<file path="config.mk">
export PLATFORM = sky130hd
export DESIGN_NAME = sorted_list_table_unit
export DESIGN_NICKNAME = d
export VERILOG_FILES = /design/src/rtl/core/slt_pkg.sv /design/src/rtl/core/slt_cell.sv /design/src/rtl/core/sorted_list_table_unit.sv
export SDC_FILE = /design/constraint.sdc
export NUM_CORES = 2
export LEC_CHECK = 0
export BUFFER_PORTS_ARGS = -buffer_cell sky130_fd_sc_hd__buf_2
export CORE_ASPECT_RATIO = 1.1
export CORE_UTILIZATION = 59
export DETAILED_ROUTE_END_ITERATION = 8
export PLACE_DENSITY = 0.88
export SETUP_SLACK_MARGIN = 0.1
export SYNTH_ARGS = -nofsm -noshare
export SYNTH_HDL_FRONTEND = slang
export SYNTH_SLANG_ARGS = --single-unit
</file>
<file path="constraint.sdc">
create_clock -name aclk -period 5.05 [get_ports aclk]
set_input_delay 1.01 -clock aclk [delete_from_list [all_inputs] [get_ports aclk]]
set_output_delay 1.01 -clock aclk [all_outputs]
set_load 0.01 [all_outputs]
</file>
<file path="src/rtl/core/slt_pkg.sv">
`default_nettype none

package slt_pkg;

    // Table geometry.
    localparam int DEPTH       = 16;
    localparam int VALUE_WIDTH = 32;
    localparam int KIND_W      = 2;
    localparam int CNT_W       = $clog2(DEPTH + 1);
    localparam int STATUS_W    = 2;

    // Operation codes carried on the input word. The unused code behaves as a query.
    typedef enum logic [KIND_W-1:0] {
        KIND_INSERT = 2'd0,
        KIND_REMOVE = 2'd1,
        KIND_QUERY  = 2'd2
    } kind_t;

    // Completion codes carried on the result word.
    typedef enum logic [STATUS_W-1:0] {
        STATUS_DONE = 2'd0,
        STATUS_FULL = 2'd1,
        STATUS_MISS = 2'd2
    } status_t;

    // Shift commands broadcast from the top level to every cell.
    typedef struct packed {
        logic ins;
        logic rem;
    } ctrl_t;

endpackage

`default_nettype wire

</file>
<file path="src/rtl/core/slt_cell.sv">
`default_nettype none

module slt_cell (
    input  wire logic                           aclk,
    input  wire slt_pkg::ctrl_t                 ctrl,
    input  wire logic [slt_pkg::VALUE_WIDTH-1:0] key,
    input  wire logic                           occupied,
    input  wire logic                           lt_left,
    input  wire logic [slt_pkg::VALUE_WIDTH-1:0] left_entry,
    input  wire logic [slt_pkg::VALUE_WIDTH-1:0] right_entry,
    output logic      [slt_pkg::VALUE_WIDTH-1:0] entry,
    output logic                                lt,
    output logic                                hit,
    output logic                                at_pos
);
    import slt_pkg::*;

    logic [VALUE_WIDTH-1:0] entry_reg;
    logic [VALUE_WIDTH-1:0] entry_next;

    assign entry  = entry_reg;
    // Occupied cells below the search point form an unbroken run from cell zero.
    assign lt     = occupied && (entry_reg < key);
    assign at_pos = lt_left && !lt;
    assign hit    = occupied && lt_left && (entry_reg == key);

    always_comb begin
        entry_next = entry_reg;
        if (ctrl.ins) begin
            if (at_pos) begin
                entry_next = key;
            end else if (!lt_left) begin
                entry_next = left_entry;
            end
        end
        if (ctrl.rem && !lt) begin
            entry_next = right_entry;
        end
    end

    always_ff @(posedge aclk) begin
        entry_reg <= entry_next;
    end

endmodule

`default_nettype wire

</file>
<file path="src/rtl/core/sorted_list_table_unit.sv">
`default_nettype none

// Sorted table of up to sixteen unsigned 32-bit values, kept in ascending order.
//
// Each input word carries an operation (insert, remove or position query) and a
// value. Every input word produces exactly one result word holding the position
// of the first entry not less than the value, a found flag, a status code and the
// number of entries held after the operation.
//
// The table is a row of identical cells, one per entry. Every cell compares its
// entry with the value in parallel; an insert shifts the cells at and above the
// position up by one, a remove shifts them down by one, all in the same cycle.
// The result word is registered, so m_valid rises in the cycle after acceptance,
// and one word is taken per cycle as long as the receiver keeps up.
// When the receiver stalls, the held result blocks s_ready until it is taken;
// s_ready follows m_ready in the same cycle so no bubble is lost.
//
// Reset (synchronous, active low on aresetn) empties the table and drops any
// pending result. Entry storage itself is not cleared; the count alone decides
// which cells hold data. There is no start-up delay after reset.
module sorted_list_table_unit (
    input  wire logic                              aclk,
    input  wire logic                              aresetn,
    input  wire logic                              s_valid,
    output logic                                   s_ready,
    input  wire logic [slt_pkg::KIND_W-1:0]        s_kind,
    input  wire logic [slt_pkg::VALUE_WIDTH-1:0]   s_value,
    output logic                                   m_valid,
    input  wire logic                              m_ready,
    output logic      [slt_pkg::CNT_W-1:0]         m_position,
    output logic                                   m_found,
    output logic      [slt_pkg::STATUS_W-1:0]      m_status,
    output logic      [slt_pkg::CNT_W-1:0]         m_count
);
    import slt_pkg::*;

    logic                   accept;
    logic                   full;
    logic                   found;
    logic [CNT_W-1:0]       position;
    status_t                status;
    ctrl_t                  ctrl;

    logic [VALUE_WIDTH-1:0] cell_entry [DEPTH];
    logic [DEPTH-1:0]       cell_lt;
    logic [DEPTH-1:0]       cell_hit;
    logic [DEPTH-1:0]       cell_at_pos;
    logic [DEPTH-1:0]       cell_occupied;

    logic [CNT_W-1:0]       count_reg;
    logic [CNT_W-1:0]       count_next;
    logic                   m_valid_reg;
    logic                   m_valid_next;
    logic [CNT_W-1:0]       m_position_reg;
    logic                   m_found_reg;
    logic [STATUS_W-1:0]    m_status_reg;
    logic [CNT_W-1:0]       m_count_reg;

    // A new word is taken whenever the output register is empty or being drained.
    assign s_ready = !m_valid_reg || m_ready;
    assign accept  = s_valid && s_ready;
    assign full    = (count_reg == CNT_W'(DEPTH));

    // The row of cells. Cell zero sees an always-true left neighbor so that the
    // search point can land on it; the last cell refills from itself on remove.
    for (genvar g = 0; g < DEPTH; g++) begin : g_cell
        logic                   lt_left;
        logic [VALUE_WIDTH-1:0] left_entry;
        logic [VALUE_WIDTH-1:0] right_entry;

        assign cell_occupied[g] = (CNT_W'(g) < count_reg);

        if (g == 0) begin : g_first
            assign lt_left    = 1'b1;
            assign left_entry = s_value;
        end else begin : g_inner_left
            assign lt_left    = cell_lt[g-1];
            assign left_entry = cell_entry[g-1];
        end

        if (g == DEPTH - 1) begin : g_last
            assign right_entry = cell_entry[g];
        end else begin : g_inner_right
            assign right_entry = cell_entry[g+1];
        end

        slt_cell u_cell (
            .aclk        (aclk),
            .ctrl        (ctrl),
            .key         (s_value),
            .occupied    (cell_occupied[g]),
            .lt_left     (lt_left),
            .left_entry  (left_entry),
            .right_entry (right_entry),
            .entry       (cell_entry[g]),
            .lt          (cell_lt[g]),
            .hit         (cell_hit[g]),
            .at_pos      (cell_at_pos[g])
        );
    end

    // Exactly one cell marks the search point, unless every cell is below the
    // value, in which case the position is the full depth.
    always_comb begin
        position = '0;
        for (int i = 0; i < DEPTH; i++) begin
            if (cell_at_pos[i]) begin
                position = position | CNT_W'(i);
            end
        end
        if (cell_lt[DEPTH-1]) begin
            position = CNT_W'(DEPTH);
        end
    end

    assign found = |cell_hit;

    always_comb begin
        ctrl       = '0;
        status     = STATUS_DONE;
        count_next = count_reg;
        case (kind_t'(s_kind))
            KIND_INSERT: begin
                if (full) begin
                    status = STATUS_FULL;
                end else begin
                    ctrl.ins   = accept;
                    count_next = accept ? count_reg + CNT_W'(1) : count_reg;
                end
            end
            KIND_REMOVE: begin
                if (found) begin
                    ctrl.rem   = accept;
                    count_next = accept ? count_reg - CNT_W'(1) : count_reg;
                end else begin
                    status = STATUS_MISS;
                end
            end
            KIND_QUERY: begin
                status = STATUS_DONE;
            end
            default: begin
                status = STATUS_DONE;
            end
        endcase
    end

    always_comb begin
        m_valid_next = m_valid_reg;
        if (accept) begin
            m_valid_next = 1'b1;
        end else if (m_ready) begin
            m_valid_next = 1'b0;
        end
    end

    always_ff @(posedge aclk) begin
        if (!aresetn) begin
            count_reg   <= '0;
            m_valid_reg <= 1'b0;
        end else begin
            count_reg   <= count_next;
            m_valid_reg <= m_valid_next;
        end
    end

    always_ff @(posedge aclk) begin
        if (accept) begin
            m_position_reg <= position;
            m_found_reg    <= found;
            m_status_reg   <= status;
            m_count_reg    <= count_next;
        end
    end

    assign m_valid    = m_valid_reg;
    assign m_position = m_position_reg;
    assign m_found    = m_found_reg;
    assign m_status   = m_status_reg;
    assign m_count    = m_count_reg;

endmodule

`default_nettype wire
</file>
Word-level counts from Yosys, hierarchy flattened
Cells that the tools add are included.
Widths: inputs -> output; s select.
- register bits after elaboration: 531
- input bits: 38
- output and inout port bits: 15
- logic and storage cells: 312
- add/subtract/negate cells: 2
- magnitude comparators: 32
- equality and inequality tests: 34
- multiplexer cells: 90
- bitwise logic cells: 1
- reduce and logical (&&, ||, !) cells: 131
- operator list (kind ; count):
    $mux 32 ; 61
    $eq 32x32->1 ; 16
    $lt 32x32->1 ; 16
    $logic_and 1x1->1 ; 79
    $ne 3x3->1 const B ; 14
    $lt 4x5->1 const A ; 8
    $mux 4 ; 8
    $reduce_bool 2->1 ; 16
    $reduce_and 2->1 ; 15
    $lt 3x5->1 const A ; 4
    $mux 5 ; 4
    $logic_not 1->1 ; 17
    $reduce_or 16->1 ; 1
    $mux 3 ; 4
    $lt 1x5->1 const A ; 2
    $lt 2x5->1 const A ; 2
    $pmux 5 s2 ; 1
    $mux 1 ; 8
    $mux 2 ; 3
    $add 5x1->5 const B ; 1
    $eq 5x5->1 const B ; 1
    $sub 5x1->5 const B ; 1
    $ne 2x2->1 const B ; 2
    $pmux 2 s2 ; 1
    5 further kinds ; 5

Depth between registers and ports, before layout
- depth in word-level cells: 19
- mapped depth: 14
- depth with buffers taken out: 11

Hierarchy
A second synthesis with hierarchy kept.
- cell total of the unflattened synthesis: 4426
- area, all modules: 41991.5 um^2
- modules (own cells, without submodules) (module ; instances ; cells an instance ; area an instance (um^2) ; seq. area each (um^2)):
    slt_cell ; 16 ; 269 ; 2551.2 ; 960.9
    sorted_list_table_unit ; 1 ; 122 ; 1172.4 ; 510.5

Least setup slack after synthesis
No wires, ideal clock.
- path kind: in2reg
- from: in s_value[29] (netlist name)
- to: reg g_cell[10].u_cell.entry_reg[0], enable pin
- arrival time: 5.008 ns
- required time: 4.584 ns
- setup slack: -0.423 ns
- stages on the path: 10
- path through: inv_1 > ha_1 > nand4_1 > or2_2 > nor3_1 > o41a_1 > nor2_1 > inv_1 > nor2_1 > o21ai_0
- cells in the longest elaborated chain, start to end: 10
- ends and longest elaborated chain (what ; RTL line ; text):
    from (decl) ; sorted_list_table_unit.sv:27 ; input wire logic [slt_pkg::VALUE_WIDTH-1:0] s_value,
    $lt 32x32->1 ; slt_cell.sv:23 ; assign lt = occupied && (entry_reg < key);
    $logic_and 1x1->1 ; slt_cell.sv:23 ;
    $logic_and 1x1->1 (2 in a row) ; slt_cell.sv:25 ; assign hit = occupied && lt_left && (entry_reg == key);
    $reduce_or 16->1 ; sorted_list_table_unit.sv:116 ; assign found = |cell_hit;
    $mux 1 ; sorted_list_table_unit.sv:132 ; if (found) begin
    $mux 1 ; sorted_list_table_unit.sv:122 ; case (kind_t'(s_kind))
    $logic_and 1x1->1 ; slt_cell.sv:36 ; if (ctrl.rem && !lt) begin
    $ne 3x3->1 (no source line) or $reduce_bool 2->1 (tied branches) ; -- ;
    $reduce_and 2->1 (no source line) (*) ; -- ;
    to (signal assigned) ; slt_cell.sv:42 ; entry_reg <= entry_next;
    to (decl) ; slt_cell.sv:18 ; logic [VALUE_WIDTH-1:0] entry_reg;
Every way passes the cells marked *; elsewhere a longest branch is shown, timed or not.
A chain may end at the register's enable or synchronous reset.

Worst setup path after layout
- from: in s_value[5] (netlist name)
- to: reg g_cell[0].u_cell.entry_reg[4], enable pin
- cells in the longest elaborated chain, start to end: 10
- ends and longest elaborated chain (what ; RTL line):
    $lt 32x32->1 ; slt_cell.sv:23
    $logic_and 1x1->1 ; slt_cell.sv:23
    $logic_and 1x1->1 (2 in a row) ; slt_cell.sv:25
    $reduce_or 16->1 ; sorted_list_table_unit.sv:116
    $mux 1 ; sorted_list_table_unit.sv:132
    $mux 1 ; sorted_list_table_unit.sv:122
    $logic_and 1x1->1 ; slt_cell.sv:36
    $ne 2x2->1 (no source line) or $reduce_bool 2->1 (tied branches) ; --
    $reduce_and 2->1 (no source line) (*) ; --
    to (signal assigned) ; slt_cell.sv:42
    to (decl) ; slt_cell.sv:18
Marks and branches as above.

==> run summary <==
===========================================================================================
Final Net Count ..............................................................        4,186
Post-detailed-route DRC marker count .........................................            0
Post-CTS sizing ..............................................................            0
Setup Viol. Count Final ......................................................            0
Part of the cycle the worst path needs .......................................        0.901
Global-route track usage on met1 .............................................        0.389
Met3 routing resource usage after global routing .............................       0.0473
Worst reg2reg path startpoint ................................................ g_cell[13].u_cell.entry[18]
Number of placed instances with taps included ................................        4,433
Standard-cell row count ......................................................           99
TritonCTS Sinks ..............................................................          531
H-tree levels ................................................................            2
Initial core utilization .....................................................        0.599
Maximum buffer depth of the clock tree .......................................            3
Cell Pwr Density .............................................................   246 nW/um2
Worst Clk Skew ...............................................................    0.0164 ns
Ys async rst share ...........................................................            0
Data required time of the worst path .........................................      5.42 ns
Number of storage elements in the synthesis netlist ..........................          531
Post-CTS Hold Buffers ........................................................            0
Register-to-Register Setup Slack .............................................      0.57 ns
Worst-path cell with the longest stage delay ................................. sky130_fd_sc_hd__nor3_1
Status ....................................................................... finished clean
Top cells by area, synth ..................................................... sky130_fd_sc_hd__edfxtp_1, sky130_fd_sc_hd__mux2_2, sky130_fd_sc_hd__ha_1
Number of hold violations in the final report ................................            0
Number of flops mapped to enable cells by yosys ..............................          525
All-Layer GR Usage ...........................................................        0.322
Post-synthesis sequential area ratio .........................................        0.398
Worst IR Drop VDD ............................................................       250 uV
Layer carrying the most global-route usage ...................................         met2
Worst reg2reg endpoint ....................................................... g_cell[0].u_cell.entry[4]
Die height ...................................................................       275 um
Met2 GRT Util ................................................................        0.545
Netlist Area Pre-Place .......................................................   39,900 um2
Class of the tightest hold or removal check ..................................      reg2reg
Number of design-rule violations left by the first detailed-router iteration .        2,826
Clock slew at reported path FFs ..............................................      0.06 ns
Antenna-violating nets left ..................................................            0
Shortest period the worst path allows ........................................      4.55 ns
Routed len/inst ..............................................................      24.7 um
Inserted Clock Buffers .......................................................           56
HPWL after DPL ...............................................................      86.5 mm
Delay of the slowest cell on the worst path ..................................      0.39 ns
Post-CTS setup buffers .......................................................            0
Highest-count cells in the layout ignoring fill and taps ..................... sky130_fd_sc_hd__mux2_2, sky130_fd_sc_hd__edfxtp_1, sky130_fd_sc_hd__ha_1
Chip width ...................................................................       250 um
Maximum fanout count along the critical path .................................           32
Setup repair after global routing missed its margin ..........................        false
Worst Setup Start Kind .......................................................    input pin
Adder-cell area share of the yosys netlist ...................................        0.162
Synth Area in XOR/XNOR .......................................................     0.000439
Cell breakdown of the critical path .......................................... buf_2 -> inv_1 -> buf_4 -> buf_4 -> ha_1 -> nand4_1 -> nor3_1 -> a21boi_0 -> o41a_1 -> o32ai_1 -> buf_4 -> nor3_1 -> nand4_2 -> buf_12 -> buf_4 -> a21o_1 -> and2_1 -> buf_12
Area share of the largest cell type after synthesis ..........................        0.395
Portion of netlist area occupied by mux cells ................................        0.231
Die footprint ................................................................   68,600 um2
Worst-margin pin slew ........................................................      1.11 ns
Max Cap Viol .................................................................            0
Simple-gate share of the synthesized area ....................................       0.0904
Count of synthesis-stage warnings from yosys .................................            0
Overall overflow remaining after global route ................................            0
Final-layout setup total negative slack ......................................         0 ns
Critical hold path startpoint ................................................      m_valid
Number of flip-flops under the largest register name .........................          512
Total number of vias .........................................................       30,400
Critical Path AT .............................................................      4.92 ns
First-pass GRT wire length ...................................................       173 mm
Average cell area after synthesis ............................................     11.6 um2
Crit path buf inv count ......................................................            8
Max transition margin ........................................................        0.259
Number of global-route vias before repair ....................................       30,700
Critical path class ..........................................................       in2reg
Non-Filler Instances .........................................................        4,540
Total Wirelength .............................................................       112 mm
Highest Clock Rate ...........................................................    0.220 GHz
Unique masters post-synth ....................................................           70
Leakage power figure .........................................................      18.3 nW
Clock tree from TritonCTS ....................................................          yes
Post-synth top flop .......................................................... sky130_fd_sc_hd__edfxtp_1
Hold path depth ..............................................................            2
Top Ports ....................................................................           53
FF-to-FF path depth ..........................................................           13
Signed area change from the synthesized netlist to the final layout ..........        13.2%
Number of cells produced by synthesis ........................................        3,429
Post-Syn Nets ................................................................        3,982
Endpoint class of the critical path ..........................................         flop
Crit path max-delay family ................................................... buffers and inverters
Total power of the final layout ..............................................      11.1 mW
Number of filler cells placed in the layout ..................................        4,378
Initial antenna violation count ..............................................            0
Source-to-sink clock delay at the later pin of the worst-skew pair ...........      0.64 ns
Synth Area in Compound Gates .................................................       0.0921
Leading cell type in the layout, fill and taps excluded ...................... sky130_fd_sc_hd__mux2_2
Pin count of the biggest net entering global routing .........................           65
Via/cell ratio ...............................................................         6.70
Synth area leader ............................................................ sky130_fd_sc_hd__edfxtp_1
Fraction of final layout cells with drive strength greater than 1 ............        0.313
I/O Buffers ..................................................................           52
Gp weighted congestion .......................................................        0.988
Worst hold margin ............................................................     0.535 ns
Number of pins exceeding their max-slew limit in the final report ............            0
Core area ....................................................................   66,600 um2
Non-Filler Cell Area, Final ..................................................   45,100 um2
Hold path endpoint ...........................................................      m_valid
Combinational family with the most area after synthesis ...................... multiplexers
Total iterations of the first detailed-routing run ...........................            6
Most common cell type on the critical path ................................... sky130_fd_sc_hd__buf_4
Area of placed instances .....................................................   43,300 um2
Clk root buf ................................................................. sky130_fd_sc_hd__clkbuf_16
===========================================================================================
==> how the worst max path moves through the flow <==
stage	start	endpoint	depth (start not counted)
CTS	s_value[5]	g_cell[14].u_cell.entry[9]	18
global route	s_value[5]	g_cell[14].u_cell.entry[4]	18
global placement	s_value[5]	g_cell[0].u_cell.entry[8]	18
floorplan	s_value[27]	g_cell[0].u_cell.entry[0]	13
detailed placement	s_value[5]	g_cell[14].u_cell.entry[1]	18
finish	s_value[5]	g_cell[0].u_cell.entry[4]	18
==> worst reg2reg max path: stages, from the launching register on <==
cell                       delay, ns
sky130_fd_sc_hd__edfxtp_1       0.56
sky130_fd_sc_hd__ha_1           0.56
sky130_fd_sc_hd__nand4_1        0.22
sky130_fd_sc_hd__or4_1          0.65
sky130_fd_sc_hd__or4_1          0.53
sky130_fd_sc_hd__o32ai_1        0.32
sky130_fd_sc_hd__buf_4          0.17
sky130_fd_sc_hd__nor3_1         0.07
sky130_fd_sc_hd__nand4_2        0.10
sky130_fd_sc_hd__buf_12         0.19
sky130_fd_sc_hd__buf_4          0.17
sky130_fd_sc_hd__a21o_1         0.18
sky130_fd_sc_hd__and2_1         0.19
sky130_fd_sc_hd__buf_12         0.22
==> layout make-up <==
class                   instances  area, um2  share of cell area
diodes                          1       2.50           0.0000554
clock buffers                  76       1560              0.0345
clock inverters                30        303             0.00671
inverters                      72        270             0.00599
multi-input cells            2666      23100               0.511
flip-flops and latches        531      15900               0.352
well taps                     858       1070              0.0238
repair buffers                306       2980              0.0660
==> layer usage <==
metal	routed length, um	vias to the layer above
met1	42400	14800
li1	-	13800
met4	7240	0
met2	53400	1504
met5	0	-
met3	9260	381
==> per-stage QoR <==
stage | utilization | setup slack [ns]
CTS | 0.677 | 0.615
detailed placement | 0.650 | 0.0332
global route | 0.677 | 0.403
floorplan | - | 0.108
global placement | 0.650 | 0.0669
finish | 0.677 | 0.501
==> logic make-up (layout without fill, tap and decap cells) <==
family,Yosys count,count (layout)
flip-flops,531,531
other,0,1
AO/OA/AOI/OAI,626,626
multiplexers,807,807
adder cells (fa/ha/maj),515,515
AND/OR/NAND/NOR,716,716
buffers and inverters,232,484
XOR/XNOR,2,2
==> report_power, final <==
part / internal, mW / switching (mW) / total (mW)
clock: 2.46 / 1.84 / 4.30
sequential: 5.01 / 0.105 / 5.11
combinational: 0.734 / 0.941 / 1.67
total: 8.20 / 2.89 / 11.1
==> synth_stat cells (5+ instances only) <==
master / n
sky130_fd_sc_hd__mux2_4: 48
sky130_fd_sc_hd__nor3_1: 51
sky130_fd_sc_hd__a21oi_1: 193
sky130_fd_sc_hd__buf_2: 41
sky130_fd_sc_hd__o41a_1: 5
sky130_fd_sc_hd__mux2i_1: 29
sky130_fd_sc_hd__nor2b_1: 26
sky130_fd_sc_hd__inv_1: 72
sky130_fd_sc_hd__o211a_1: 7
sky130_fd_sc_hd__edfxtp_1: 525
sky130_fd_sc_hd__buf_6: 14
sky130_fd_sc_hd__and4_1: 7
sky130_fd_sc_hd__nor4b_1: 5
sky130_fd_sc_hd__dfxtp_1: 6
sky130_fd_sc_hd__or4_1: 6
sky130_fd_sc_hd__and3_1: 10
sky130_fd_sc_hd__ha_1: 515
sky130_fd_sc_hd__mux2_2: 673
sky130_fd_sc_hd__a31oi_1: 17
sky130_fd_sc_hd__mux2_1: 57
sky130_fd_sc_hd__a211oi_1: 25
sky130_fd_sc_hd__o211ai_1: 15
sky130_fd_sc_hd__nand3_2: 6
sky130_fd_sc_hd__or3_1: 5
sky130_fd_sc_hd__a21o_1: 49
sky130_fd_sc_hd__nand2_1: 297
sky130_fd_sc_hd__or2_2: 7
sky130_fd_sc_hd__o21a_1: 7
sky130_fd_sc_hd__a21boi_0: 13
sky130_fd_sc_hd__o21ai_0: 244
sky130_fd_sc_hd__nand2b_1: 16
sky130_fd_sc_hd__clkbuf_1: 103
sky130_fd_sc_hd__nor4_1: 24
sky130_fd_sc_hd__a221oi_1: 9
sky130_fd_sc_hd__a2111oi_0: 8
sky130_fd_sc_hd__nand3_1: 60
sky130_fd_sc_hd__nor2_1: 55
sky130_fd_sc_hd__nand4_1: 116
Note: power is estimated with default switching activity, not from simulation.
